## src/hdl/stma_pkg.sv

```systemverilog
// Shared types and constants for the sparse triplet merge-add core.
package stma_pkg;

	localparam int TOTAL_W = 6;
	localparam int MODE_W  = 2;

	localparam logic [MODE_W-1:0] MODE_LOAD_A = 2'd0;
	localparam logic [MODE_W-1:0] MODE_LOAD_B = 2'd1;
	localparam logic [MODE_W-1:0] MODE_RUN    = 2'd2;

	typedef enum logic [1:0] {
		ST_IDLE,
		ST_COUNT,
		ST_EMIT
	} state_t;

endpackage

```

## src/hdl/sparse_triplet_merge_add_core.sv

```systemverilog
// Sparse matrix addition by merging two triplet lists, with saturating sums.
// Load transfers leave the block ready again in the next cycle.
// A run takes a counting pass over both lists (one merge step per cycle,
// then a step to see the end), then an emit pass with one step per cycle,
// held while the output register is stalled, and a final step to finish.
// Reset (arst_n low) empties both lists and clears the overflow flag.
module sparse_triplet_merge_add_core
	import stma_pkg::*;
#(
	parameter int DEPTH      = 16,
	parameter int COORD_BITS = 8,
	parameter int VALUE_BITS = 16
) (
	input  logic clk,
	input  logic arst_n,
	input  logic s_tvalid,
	output logic s_tready,
	// row, col, value, zero fill
	input  logic [(((2*COORD_BITS+VALUE_BITS)+7)/8)*8-1:0] s_tdata,
	// mode
	input  logic [MODE_W-1:0] s_tuser,
	output logic m_tvalid,
	input  logic m_tready,
	// out_row, out_col, out_value, overflow, total, zero fill
	output logic [(((2*COORD_BITS+VALUE_BITS+1+TOTAL_W)+7)/8)*8-1:0] m_tdata,
	// valid_res
	output logic m_tuser,
	output logic m_tlast
);

	localparam int EW     = 2*COORD_BITS + VALUE_BITS;
	localparam int IW     = (DEPTH > 1) ? $clog2(DEPTH) : 1;
	localparam int CW     = $clog2(DEPTH + 1);
	localparam int NW     = $clog2(2*DEPTH + 1);
	localparam int OUT_P  = EW + 1 + TOTAL_W;
	localparam int OUT_W  = ((OUT_P + 7) / 8) * 8;

	state_t state_q, state_d;

	logic [EW-1:0] a_mem_q [DEPTH];
	logic [EW-1:0] b_mem_q [DEPTH];
	logic [CW-1:0] a_cnt_q, b_cnt_q, i_q, j_q;
	logic [NW-1:0] n_q, k_q;
	logic          ov_q;

	logic                  out_vld_q, out_res_q, out_last_q, out_ov_q;
	logic [COORD_BITS-1:0] out_row_q, out_col_q;
	logic [VALUE_BITS-1:0] out_val_q;
	logic [TOTAL_W-1:0]    out_tot_q;

	// merge step unit
	logic [EW-1:0]         a_e, b_e;
	logic [COORD_BITS-1:0] a_row, a_col, b_row, b_col;
	logic [VALUE_BITS-1:0] a_val, b_val;
	logic signed [VALUE_BITS:0] sum;
	logic                  a_ok, b_ok, st_done, st_a, st_b, st_emit, st_sat;
	logic [COORD_BITS-1:0] st_row, st_col;
	logic [VALUE_BITS-1:0] st_val, sat_val;

	logic in_fire, slot_free, ld_item;

	assign a_e   = a_mem_q[i_q[IW-1:0]];
	assign b_e   = b_mem_q[j_q[IW-1:0]];
	assign a_row = a_e[COORD_BITS-1:0];
	assign a_col = a_e[2*COORD_BITS-1:COORD_BITS];
	assign a_val = a_e[EW-1:2*COORD_BITS];
	assign b_row = b_e[COORD_BITS-1:0];
	assign b_col = b_e[2*COORD_BITS-1:COORD_BITS];
	assign b_val = b_e[EW-1:2*COORD_BITS];
	assign a_ok  = (i_q < a_cnt_q);
	assign b_ok  = (j_q < b_cnt_q);
	assign sum   = $signed({a_val[VALUE_BITS-1], a_val}) + $signed({b_val[VALUE_BITS-1], b_val});
	assign sat_val = sum[VALUE_BITS] ? {1'b1, {(VALUE_BITS-1){1'b0}}}
	                                 : {1'b0, {(VALUE_BITS-1){1'b1}}};

	always_comb begin
		st_done = 1'b0;
		st_a    = 1'b0;
		st_b    = 1'b0;
		st_emit = 1'b1;
		st_sat  = 1'b0;
		st_row  = a_row;
		st_col  = a_col;
		st_val  = a_val;
		if (a_ok && b_ok) begin
			if ({a_row, a_col} == {b_row, b_col}) begin
				st_a   = 1'b1;
				st_b   = 1'b1;
				st_sat = sum[VALUE_BITS] ^ sum[VALUE_BITS-1];
				st_val = st_sat ? sat_val : sum[VALUE_BITS-1:0];
				st_emit = (sum != '0);
			end else if ({a_row, a_col} < {b_row, b_col}) begin
				st_a = 1'b1;
			end else begin
				st_b   = 1'b1;
				st_row = b_row;
				st_col = b_col;
				st_val = b_val;
			end
		end else if (a_ok) begin
			st_a = 1'b1;
		end else if (b_ok) begin
			st_b   = 1'b1;
			st_row = b_row;
			st_col = b_col;
			st_val = b_val;
		end else begin
			st_done = 1'b1;
			st_emit = 1'b0;
		end
	end

	assign in_fire   = s_tvalid && s_tready;
	assign slot_free = !out_vld_q || m_tready;

	// next state
	always_comb begin
		state_d = state_q;
		case (state_q)
			ST_IDLE: begin
				if (in_fire && s_tuser == MODE_RUN) state_d = ST_COUNT;
			end
			ST_COUNT: begin
				if (st_done) state_d = ST_EMIT;
			end
			ST_EMIT: begin
				if (slot_free && (st_done || n_q == '0)) state_d = ST_IDLE;
			end
			default: state_d = ST_IDLE;
		endcase
	end

	// outputs
	always_comb begin
		s_tready = (state_q == ST_IDLE);
		ld_item  = (state_q == ST_EMIT) && slot_free && ((st_emit && !st_done) || n_q == '0);
		m_tvalid = out_vld_q;
		m_tuser  = out_res_q;
		m_tlast  = out_last_q;
		m_tdata  = OUT_W'({out_tot_q, out_ov_q, out_val_q, out_col_q, out_row_q});
	end

	always_ff @(posedge clk or negedge arst_n) begin
		if (!arst_n) begin
			state_q   <= ST_IDLE;
			a_cnt_q   <= '0;
			b_cnt_q   <= '0;
			i_q       <= '0;
			j_q       <= '0;
			n_q       <= '0;
			k_q       <= '0;
			ov_q      <= 1'b0;
			out_vld_q <= 1'b0;
		end else begin
			state_q <= state_d;
			if (ld_item) out_vld_q <= 1'b1;
			else if (m_tready) out_vld_q <= 1'b0;
			case (state_q)
				ST_IDLE: begin
					if (in_fire) begin
						if (s_tuser == MODE_LOAD_A) begin
							if (a_cnt_q < CW'(DEPTH)) a_cnt_q <= a_cnt_q + 1'b1;
							else ov_q <= 1'b1;
						end else if (s_tuser == MODE_LOAD_B) begin
							if (b_cnt_q < CW'(DEPTH)) b_cnt_q <= b_cnt_q + 1'b1;
							else ov_q <= 1'b1;
						end
					end
					i_q <= '0;
					j_q <= '0;
					n_q <= '0;
					k_q <= '0;
				end
				ST_COUNT: begin
					if (st_done) begin
						i_q <= '0;
						j_q <= '0;
					end else begin
						if (st_a) i_q <= i_q + 1'b1;
						if (st_b) j_q <= j_q + 1'b1;
						if (st_emit) n_q <= n_q + 1'b1;
						if (st_sat) ov_q <= 1'b1;
					end
				end
				ST_EMIT: begin
					if (slot_free) begin
						if (st_done || n_q == '0) begin
							a_cnt_q <= '0;
							b_cnt_q <= '0;
							ov_q    <= 1'b0;
						end else begin
							if (st_a) i_q <= i_q + 1'b1;
							if (st_b) j_q <= j_q + 1'b1;
							if (st_emit) k_q <= k_q + 1'b1;
						end
					end
				end
				default: ;
			endcase
		end
	end

	// list storage
	always_ff @(posedge clk) begin
		if (in_fire && s_tuser == MODE_LOAD_A && a_cnt_q < CW'(DEPTH))
			a_mem_q[a_cnt_q[IW-1:0]] <= s_tdata[EW-1:0];
		if (in_fire && s_tuser == MODE_LOAD_B && b_cnt_q < CW'(DEPTH))
			b_mem_q[b_cnt_q[IW-1:0]] <= s_tdata[EW-1:0];
	end

	// output register payload
	always_ff @(posedge clk) begin
		if (ld_item) begin
			out_ov_q <= ov_q;
			if (n_q == '0) begin
				out_res_q  <= 1'b0;
				out_last_q <= 1'b1;
				out_row_q  <= '0;
				out_col_q  <= '0;
				out_val_q  <= '0;
				out_tot_q  <= '0;
			end else begin
				out_res_q  <= 1'b1;
				out_row_q  <= st_row;
				out_col_q  <= st_col;
				out_val_q  <= st_val;
				out_last_q <= ((k_q + 1'b1) == n_q);
				out_tot_q  <= ((k_q + 1'b1) == n_q) ? TOTAL_W'(n_q) : '0;
			end
		end
	end

endmodule

```

## config.mk

```make
export PLATFORM = sky130hd
export DESIGN_NAME = sparse_triplet_merge_add_core
export DESIGN_NICKNAME = d
export VERILOG_FILES = /design/src/hdl/stma_pkg.sv /design/src/hdl/sparse_triplet_merge_add_core.sv
export SDC_FILE = /design/constraint.sdc
export NUM_CORES = 1
export LEC_CHECK = 0
export ABC_CLOCK_PERIOD_IN_PS = 6200
export BUFFER_PORTS_ARGS = -buffer_cell sky130_fd_sc_hd__buf_2
export CORE_ASPECT_RATIO = 0.9
export CORE_MARGIN = 4
export CORE_UTILIZATION = 50
export DETAILED_ROUTE_END_ITERATION = 6
export PLACE_DENSITY = 0.68
export SYNTH_ARGS = -nofsm -noshare
export SYNTH_HDL_FRONTEND = slang
export SYNTH_SLANG_ARGS = --single-unit
```

## constraint.sdc

```tcl
create_clock -name clk -period 6.2 [get_ports clk]
set_input_delay 0.93 -clock clk [delete_from_list [all_inputs] [get_ports clk]]
set_output_delay 0.93 -clock clk [all_outputs]
set_load 0.02 [all_outputs]
```

==> results of run 1 <==
==> power by group <==
group | switching [W] | leakage [nW] | internal [W] | total, W
Clock | 0.00278 | 1.72 | 0.00379 | 0.00657
Sequential | 0.000205 | 10.1 | 0.00843 | 0.00863
Combinational | 0.00156 | 4.07 | 0.000937 | 0.00250
==> worst min-delay path by stage <==
stage                     depth (start not counted)          to    from  slack (ps)
after CTS                                         1  b_cnt_q[4]  arst_n         390
after floorplan                                   0    out_ov_q    ov_q         420
final                                             1  a_cnt_q[4]  arst_n         390
after global routing                              1  a_cnt_q[4]  arst_n         440
after detailed placement                          0    out_ov_q    ov_q         450
after global placement                            0    out_ov_q    ov_q         460
==> synth_stat cells, types with 5 or more instances <==
cell type,instances
inv_1,43
nand4_1,10
nand3_1,19
a21oi_1,48
o21a_1,6
nand2b_1,13
a22o_1,13
o21ai_0,51
xnor2_1,12
clkbuf_1,63
buf_1,13
or2_2,5
buf_2,23
nor2b_1,12
nor3_1,27
nand3b_1,8
ha_1,57
edfxtp_1,1065
mux4_2,320
a21o_1,11
nand2_1,93
dfrtp_1,36
mux2i_1,11
xor2_1,11
nor2_1,63
a31oi_1,5
==> cell type report <==
class	count	area, um^2
sequential	1101	32900
fill	6359	37500
antenna	1	2.50
clock inverter	69	808
timing repair buffer	150	1050
inverter	43	161
multi-input combinational	872	11100
clock buffer	129	2770
tap	1155	1450
==> sequential cells by signal, indices dropped and copies added, names as in the netlist <==
register   cells
j_q            5
m_tlast        1
out_ov_q       1
k_q            6
out_val_q     16
state_q        2
b_cnt_q        5
a_mem_q      512
out_tot_q      6
a_cnt_q        5
b_mem_q      512
i_q            5
out_col_q      8
ov_q           1
m_tuser        1
out_row_q      8
m_tvalid       1
n_q            6
==> metrics by stage <==
stage	total power [W]	hold WS (ps)	area (um^2)
3_5_place_dp	0.0113	455	46600
6_report	0.0177	393	50200
2_1_floorplan	0.0103	419	44300
5_1_grt	0.0184	443	50200
4_1_cts	0.0178	389	50200
3_3_place_gp	0.0112	464	46600
==> layer usage <==
layer / GRT usage, % / vias up / wire, um
met5: 0 / - / 13
met4: 5.67 / 2 / 2520
met1: 37.1 / 11892 / 45900
met2: 34.2 / 1156 / 49000
li1: - / 9151 / -
met3: 4.01 / 152 / 10200
==> logic make-up after synthesis <==
group / Yosys count / synth area share (%)
AND/OR/NAND/NOR: 278 / 3.11
buffers and inverters: 146 / 1.33
AO/OA/AOI/OAI: 181 / 2.71
flip-flops: 1101 / 74.2
adder cells (fa/ha/maj): 58 / 1.65
multiplexers: 331 / 16.5
XOR/XNOR: 23 / 0.455
other: 1 / 0.00846
==> results by group, run 1 <==
Finish
  – Commonest non-fill, non-tap cells in the layout: edfxtp_1, mux4_2, clkbuf_16
  – Layout cells sized above 1: 28.6%
  – Net count reported at finish: 2371
  – Post-Layout Cell Count: 3520
  – Fin util: 57.2%
  – Area growth syn-to-layout: 13.3%
  – Commonest non-fill, non-tap cell in the layout: edfxtp_1

Pwr
  – Pleak: 15.8 nW
  – Pwr dens: 352 nW/um^2
  – Max VDD drop: 0.000250 V

Critical path
  – Crit end category: flip-flop
  – RR Startpoint: i_q[0]
  – Crit-path max FO: 41
  – CP cell instances: buf_4, mux4_2, mux4_2, ha_1, nand4_1, nor4_1, nor3_1, nor3b_1, o21ai_0, nor4_4, buf_4, o21ai_0, nor2b_4, buf_12
  – Worst setup path start: i_q[0]
  – Crit path max-delay family: simple AND/OR/NAND/NOR gates
  – Crit path buffers/inverters: 3
  – WP depth: 14
  – Slowest stage delay, CP: 890 ps
  – R2R depth: 14
  – CP endpoint: out_val_q[9]
  – Worst Path Class, Setup: flip-flop to flip-flop
  – Reg2reg end: out_val_q[9]
  – Critical path startpoint category: flip-flop
  – CP required: 6580 ps
  – Slowest library cell on the worst path: dfrtp_4
  – Worst EP arrival: 6150 ps
  – Flop2flop setup slack: 440 ps

Timing
  – Clock skew: 66.1 ps
  – Max Freq: 174 MHz
  – Final min period: 5760 ps
  – Tcrit/Tclk final: 93.0%
  – Slew margin rel.: 20.2%
  – Setup_tns: 0 ps
  – Final setup violation count: 0
  – RSZ-0062 raised after global routing: no
  – Worst-margin pin slew: 1190 ps
  – Max Slew Vio Count: 0
  – Final Hold Vio Count: 0
  – Final setup margin: 436 ps

Floorplan
  – Core ar.: 87800 um^2
  – Std-Cell Rows: 103
  – Ports: 82
  – Die X: 322 um
  – Die ar.: 93400 um^2
  – Initial Utilization: 50.5%
  – Die Ht: 290 um

Yosys
  – Syn nets: 2215
  – Flop and latch count out of synthesis: 1101
  – Syn_area_per_cell: 20.9 um^2
  – EDFF count, synth: 1065
  – Sequential cell area fraction in the yosys report: 74.2%
  – Ys async rst share: 3.27%
  – Leading area contributor after synthesis: edfxtp_1
  – Netlist Area Pre-Place: 44300 um^2
  – Cell variety after synth: 72
  – Ys Warns: 0
  – Cell count after synthesis: 2119
  – Synth Flop Type: edfxtp_1
  – Synth area leaders: edfxtp_1, mux4_2, dfrtp_1
  – Synth top area share: 72.2%

Clock network
  – Post-cts hold buffer count: 0
  – Root Buffer: clkbuf_16
  – Clk sinks: 1101
  – CTS tree: done
  – Clock Tree Buf Depth: 3
  – H-tree depth: 3
  – Post-CTS Setup Bufs: 0
  – Total CTS buffers: 107
  – Clock-pin slew on the worst setup and hold paths: 60 ps
  – PostCTS Resize Cnt: 0
  – Clk_lat worst skew: 700 ps

Routing
  – 1st-pass router iterations: 5
  – Drt via density: 6.35
  – Initial DRC Count: 3112
  – WL/cell: 30.6 um
  – # DRC: 0
  – DRT Wirelength: 108000 um
  – Via count: 22353
  – DRT antenna net count: 0

Global routing
  – Total Routing Usage GR: 23.4%
  – Initial antenna violation count: 6
  – Global-route wire length before repair: 157000 um
  – Gr ovfl total: 0
  – Vias in the first global route: 22135
  – Largest net degree at the start of global routing: 54

Worst hold path
  – HP Class: input port to async pin

Place
  – Post-DP HPWL: 63000 um
  – Input/output buffers: 80
  – Placer congestion estimate: 0.874
  – Worst slack, placed: 507 ps
  – Placed Cells: 3321

Flow run
  – Maxcap violations: 0

Status
  – Status: complete, no violations
Note: power is estimated with default switching activity, not from simulation.
==> inputs of run 2 (changes only) <==
- ABC_AREA: unset -> 1
==> results by group, run 2 <==
Critical path
  – Worst EP arrival: 5430 ps (-720 ps)
  – CP endpoint: out_row_q[6]
  – Flop2flop setup slack: 1120 ps (+680 ps)
  – Worst setup path start: j_q[1]
  – Slowest stage delay, CP: 770 ps (-120 ps)
  – Critical path startpoint category: flip-flop
  – Slowest library cell on the worst path: inv_4
  – R2R depth: 26 (+12)
  – Reg2reg end: out_row_q[6]
  – Worst Path Class, Setup: flip-flop to flip-flop
  – Crit-path max FO: 89 (+120%)
  – CP most frequent cell: nand2_1
  – CP required: 6540 ps (-40 ps)
  – Crit end category: flip-flop
  – RR Startpoint: j_q[1]

Place
  – Placed Cells: 4778 (+44%)
  – Placer congestion estimate: 0.969 (+11%)
  – Post-DP HPWL: 71000 um (+13%)
  – Input/output buffers: 80 (unchanged)

Floorplan
  – Std-Cell Rows: 104 (+0.97%)
  – Die X: 326 um (+1.4%)
  – Die Ht: 294 um (+1.4%)
  – Die ar.: 96000 um^2 (+2.8%)
  – Ports: 82 (unchanged)
  – Core ar.: 89900 um^2 (+2.5%)
  – Initial Utilization: 50.7% (+0.20 points)

Finish
  – Seq. cell area: 32900 um^2 (about the same)
  – Area growth syn-to-layout: 11.9%
  – N_diodes: 0 (-1)
  – Commonest non-fill, non-tap cell in the layout: edfxtp_1
  – Layout cells sized above 1: 11.9% (-17 points)
  – Commonest non-fill, non-tap cells in the layout: edfxtp_1, nor2_1, o21ai_0
  – Net count reported at finish: 3763 (+59%)
  – Fill cells: 7226 (+14%)
  – Post-Layout Cell Count: 4976 (+41%)
  – Multi-input combinational cell area: 11500 um^2 (+3.8%)

Clock network
  – CTS tree: done
  – Clock Tree Buf Depth: 3 (unchanged)
  – Root Buffer: clkbuf_16
  – Clk_lat worst skew: 710 ps (about the same)
  – Total CTS buffers: 106 (-0.93%)
  – Clock-pin slew on the worst setup and hold paths: 60 ps (about the same)
  – Post-cts hold buffer count: 0 (unchanged)
  – Post-CTS Setup Bufs: 0 (unchanged)
  – H-tree depth: 3 (unchanged)
  – PostCTS Resize Cnt: 0 (unchanged)
  – Clk sinks: 1101 (unchanged)

Routing
  – WL/cell: 24.9 um (-18%)
  – DRT Wirelength: 124000 um (+15%)
  – DRT antenna net count: 0 (unchanged)
  – # DRC: 0 (unchanged)
  – Via count: 29887 (+34%)
  – Drt via density: 6.01 (-5.4%)
  – Initial DRC Count: 3755 (+21%)
  – 1st-pass router iterations: 5 (unchanged)

Global routing
  – Gr ovfl total: 0 (unchanged)
  – Total Routing Usage GR: 25.4% (+2.1 points)
  – Largest net degree at the start of global routing: 105 (+94%)
  – Global-route wire length before repair: 182000 um (+16%)
  – Vias in the first global route: 28167 (+27%)
  – Initial antenna violation count: 5 (-1)

Yosys
  – Most common cell in the netlist: edfxtp_1
  – Syn nets: 3710 (+67%)
  – Post-synth top cells: edfxtp_1, nor2_1, o21ai_0
  – Synth area leaders: edfxtp_1, o21ai_0, nor2_1
  – Cell count after synthesis: 3614 (+71%)
  – Ys Warns: 0 (unchanged)
  – Synth Flop Type: edfxtp_1
  – Netlist Area Pre-Place: 45600 um^2 (+2.9%)
  – EDFF count, synth: 1065 (unchanged)
  – Synth top area share: 70.2% (-2.0 points)
  – Leading area contributor after synthesis: edfxtp_1
  – Cell variety after synth: 53 (-26%)
  – Ys async rst share: 3.27% (unchanged)
  – Flop and latch count out of synthesis: 1101 (unchanged)
  – Sequential cell area fraction in the yosys report: 72.2% (-2.1 points)
  – Syn_area_per_cell: 12.6 um^2 (-40%)

Timing
  – Final min period: 5080 ps (-679 ps)
  – Setup_tns: 0 ps (unchanged)
  – Final setup violation count: 0 (unchanged)
  – Slew margin rel.: 21.3% (+1.2 points)
  – Final Hold Vio Count: 0 (unchanged)
  – Worst-margin pin slew: 1180 ps (-17.6 ps)
  – Max Slew Vio Count: 0 (unchanged)
  – Max Freq: 197 MHz (+13%)
  – RSZ-0062 raised after global routing: no
  – Tcrit/Tclk final: 82.0% (-11 points)
  – Clock skew: 68.0 ps (+1.86 ps)

Pwr
  – Pwr dens: 394 nW/um^2 (+12%)
  – Max VDD drop: 0.000323 V (+29%)
  – Pleak: 17.3 nW (+9.3%)

Flow run
  – Maxcap violations: 0 (unchanged)

Status
  – Status: complete, no violations

Worst hold path
  – HP Class: input port to async pin
run 2: cell count changes in the layout (fill, tap and decap cells not counted), moves of 55 or more:
cell,before,now
inv_1,43,98
mux4_2,320,0
nand2_1,93,314
nand3_1,19,128
nor2_1,39,621
o21ai_0,51,516
o221ai_1,1,90
o22ai_1,1,157
run 2: where the power goes:
part | switching (W) | leakage (nW) | internal (W)
registers | 0.000203 | 10.0 | 0.00846
clock network | 0.00281 | 1.70 | 0.00366
logic | 0.00353 | 5.58 | 0.00140
total | 0.00654 | 17.3 | 0.0135
run 2: layer usage:
layer | track usage [%] | wire length (um)
met1 | 37.0 | 52100
met2 | 39.0 | 55700
met3 | 4.45 | 11700
met4 | 9.26 | 4520
met5 | 0 | 0
run 2: critical path, delay by kind of cell, from the launching register on:
kind | cells | cell delay, ps
adder cells (fa/ha/maj) | 2 | 740
AND/OR/NAND/NOR | 18 | 1600
buffers and inverters | 4 | 1310
AO/OA/AOI/OAI | 2 | 450
flip-flops | 1 | 500
run 2: cells by family after synthesis:
kind of cell | after synthesis | share of synthesized area, %
and+or+nand+nor | 1177 | 10.9
DFF | 1101 | 72.2
xor gates and xnor gates | 14 | 0.269
AOI/OAI and AO/OA | 928 | 11.9
other | 1 | 0.00823
adders and majority gates | 58 | 1.61
buffers and inverters | 335 | 3.19
run 2: metrics by stage:
step | cell area (um^2) | utilization [%] | total power [W] | worst slack (ps) | hold slack [ps]
global placement | 47500 | 52.8 | 0.0136 | 1360 | 442
CTS | 51000 | 56.7 | 0.0201 | 1170 | 380
detailed placement | 47500 | 52.8 | 0.0136 | 1220 | 436
global route | 51000 | 56.7 | 0.0210 | 775 | 434
finish | 51000 | 56.7 | 0.0201 | 1120 | 405
floorplan | 45600 | - | 0.0121 | 1020 | 425
run 2: cell type report:
| class | instances | area share, % |
|---|---|---|
| multi-input cells | 2178 | 22.6 |
| flip-flops and latches | 1101 | 64.5 |
| clock inverters | 72 | 1.49 |
| inverters | 120 | 0.913 |
| clock buffers | 126 | 5.35 |
| repair buffers | 160 | 2.16 |
| well taps | 1219 | 2.99 |
run 2: how the worst min path moves through the flow:
stage	from	endpoint	slack, ps	depth (start not counted)
global route	arst_n	j_q[1]	430	1
finish	arst_n	j_q[1]	410	1
CTS	arst_n	j_q[1]	380	1
global placement	ov_q	out_ov_q	440	0
detailed placement	ov_q	out_ov_q	440	0
floorplan	ov_q	out_ov_q	430	0
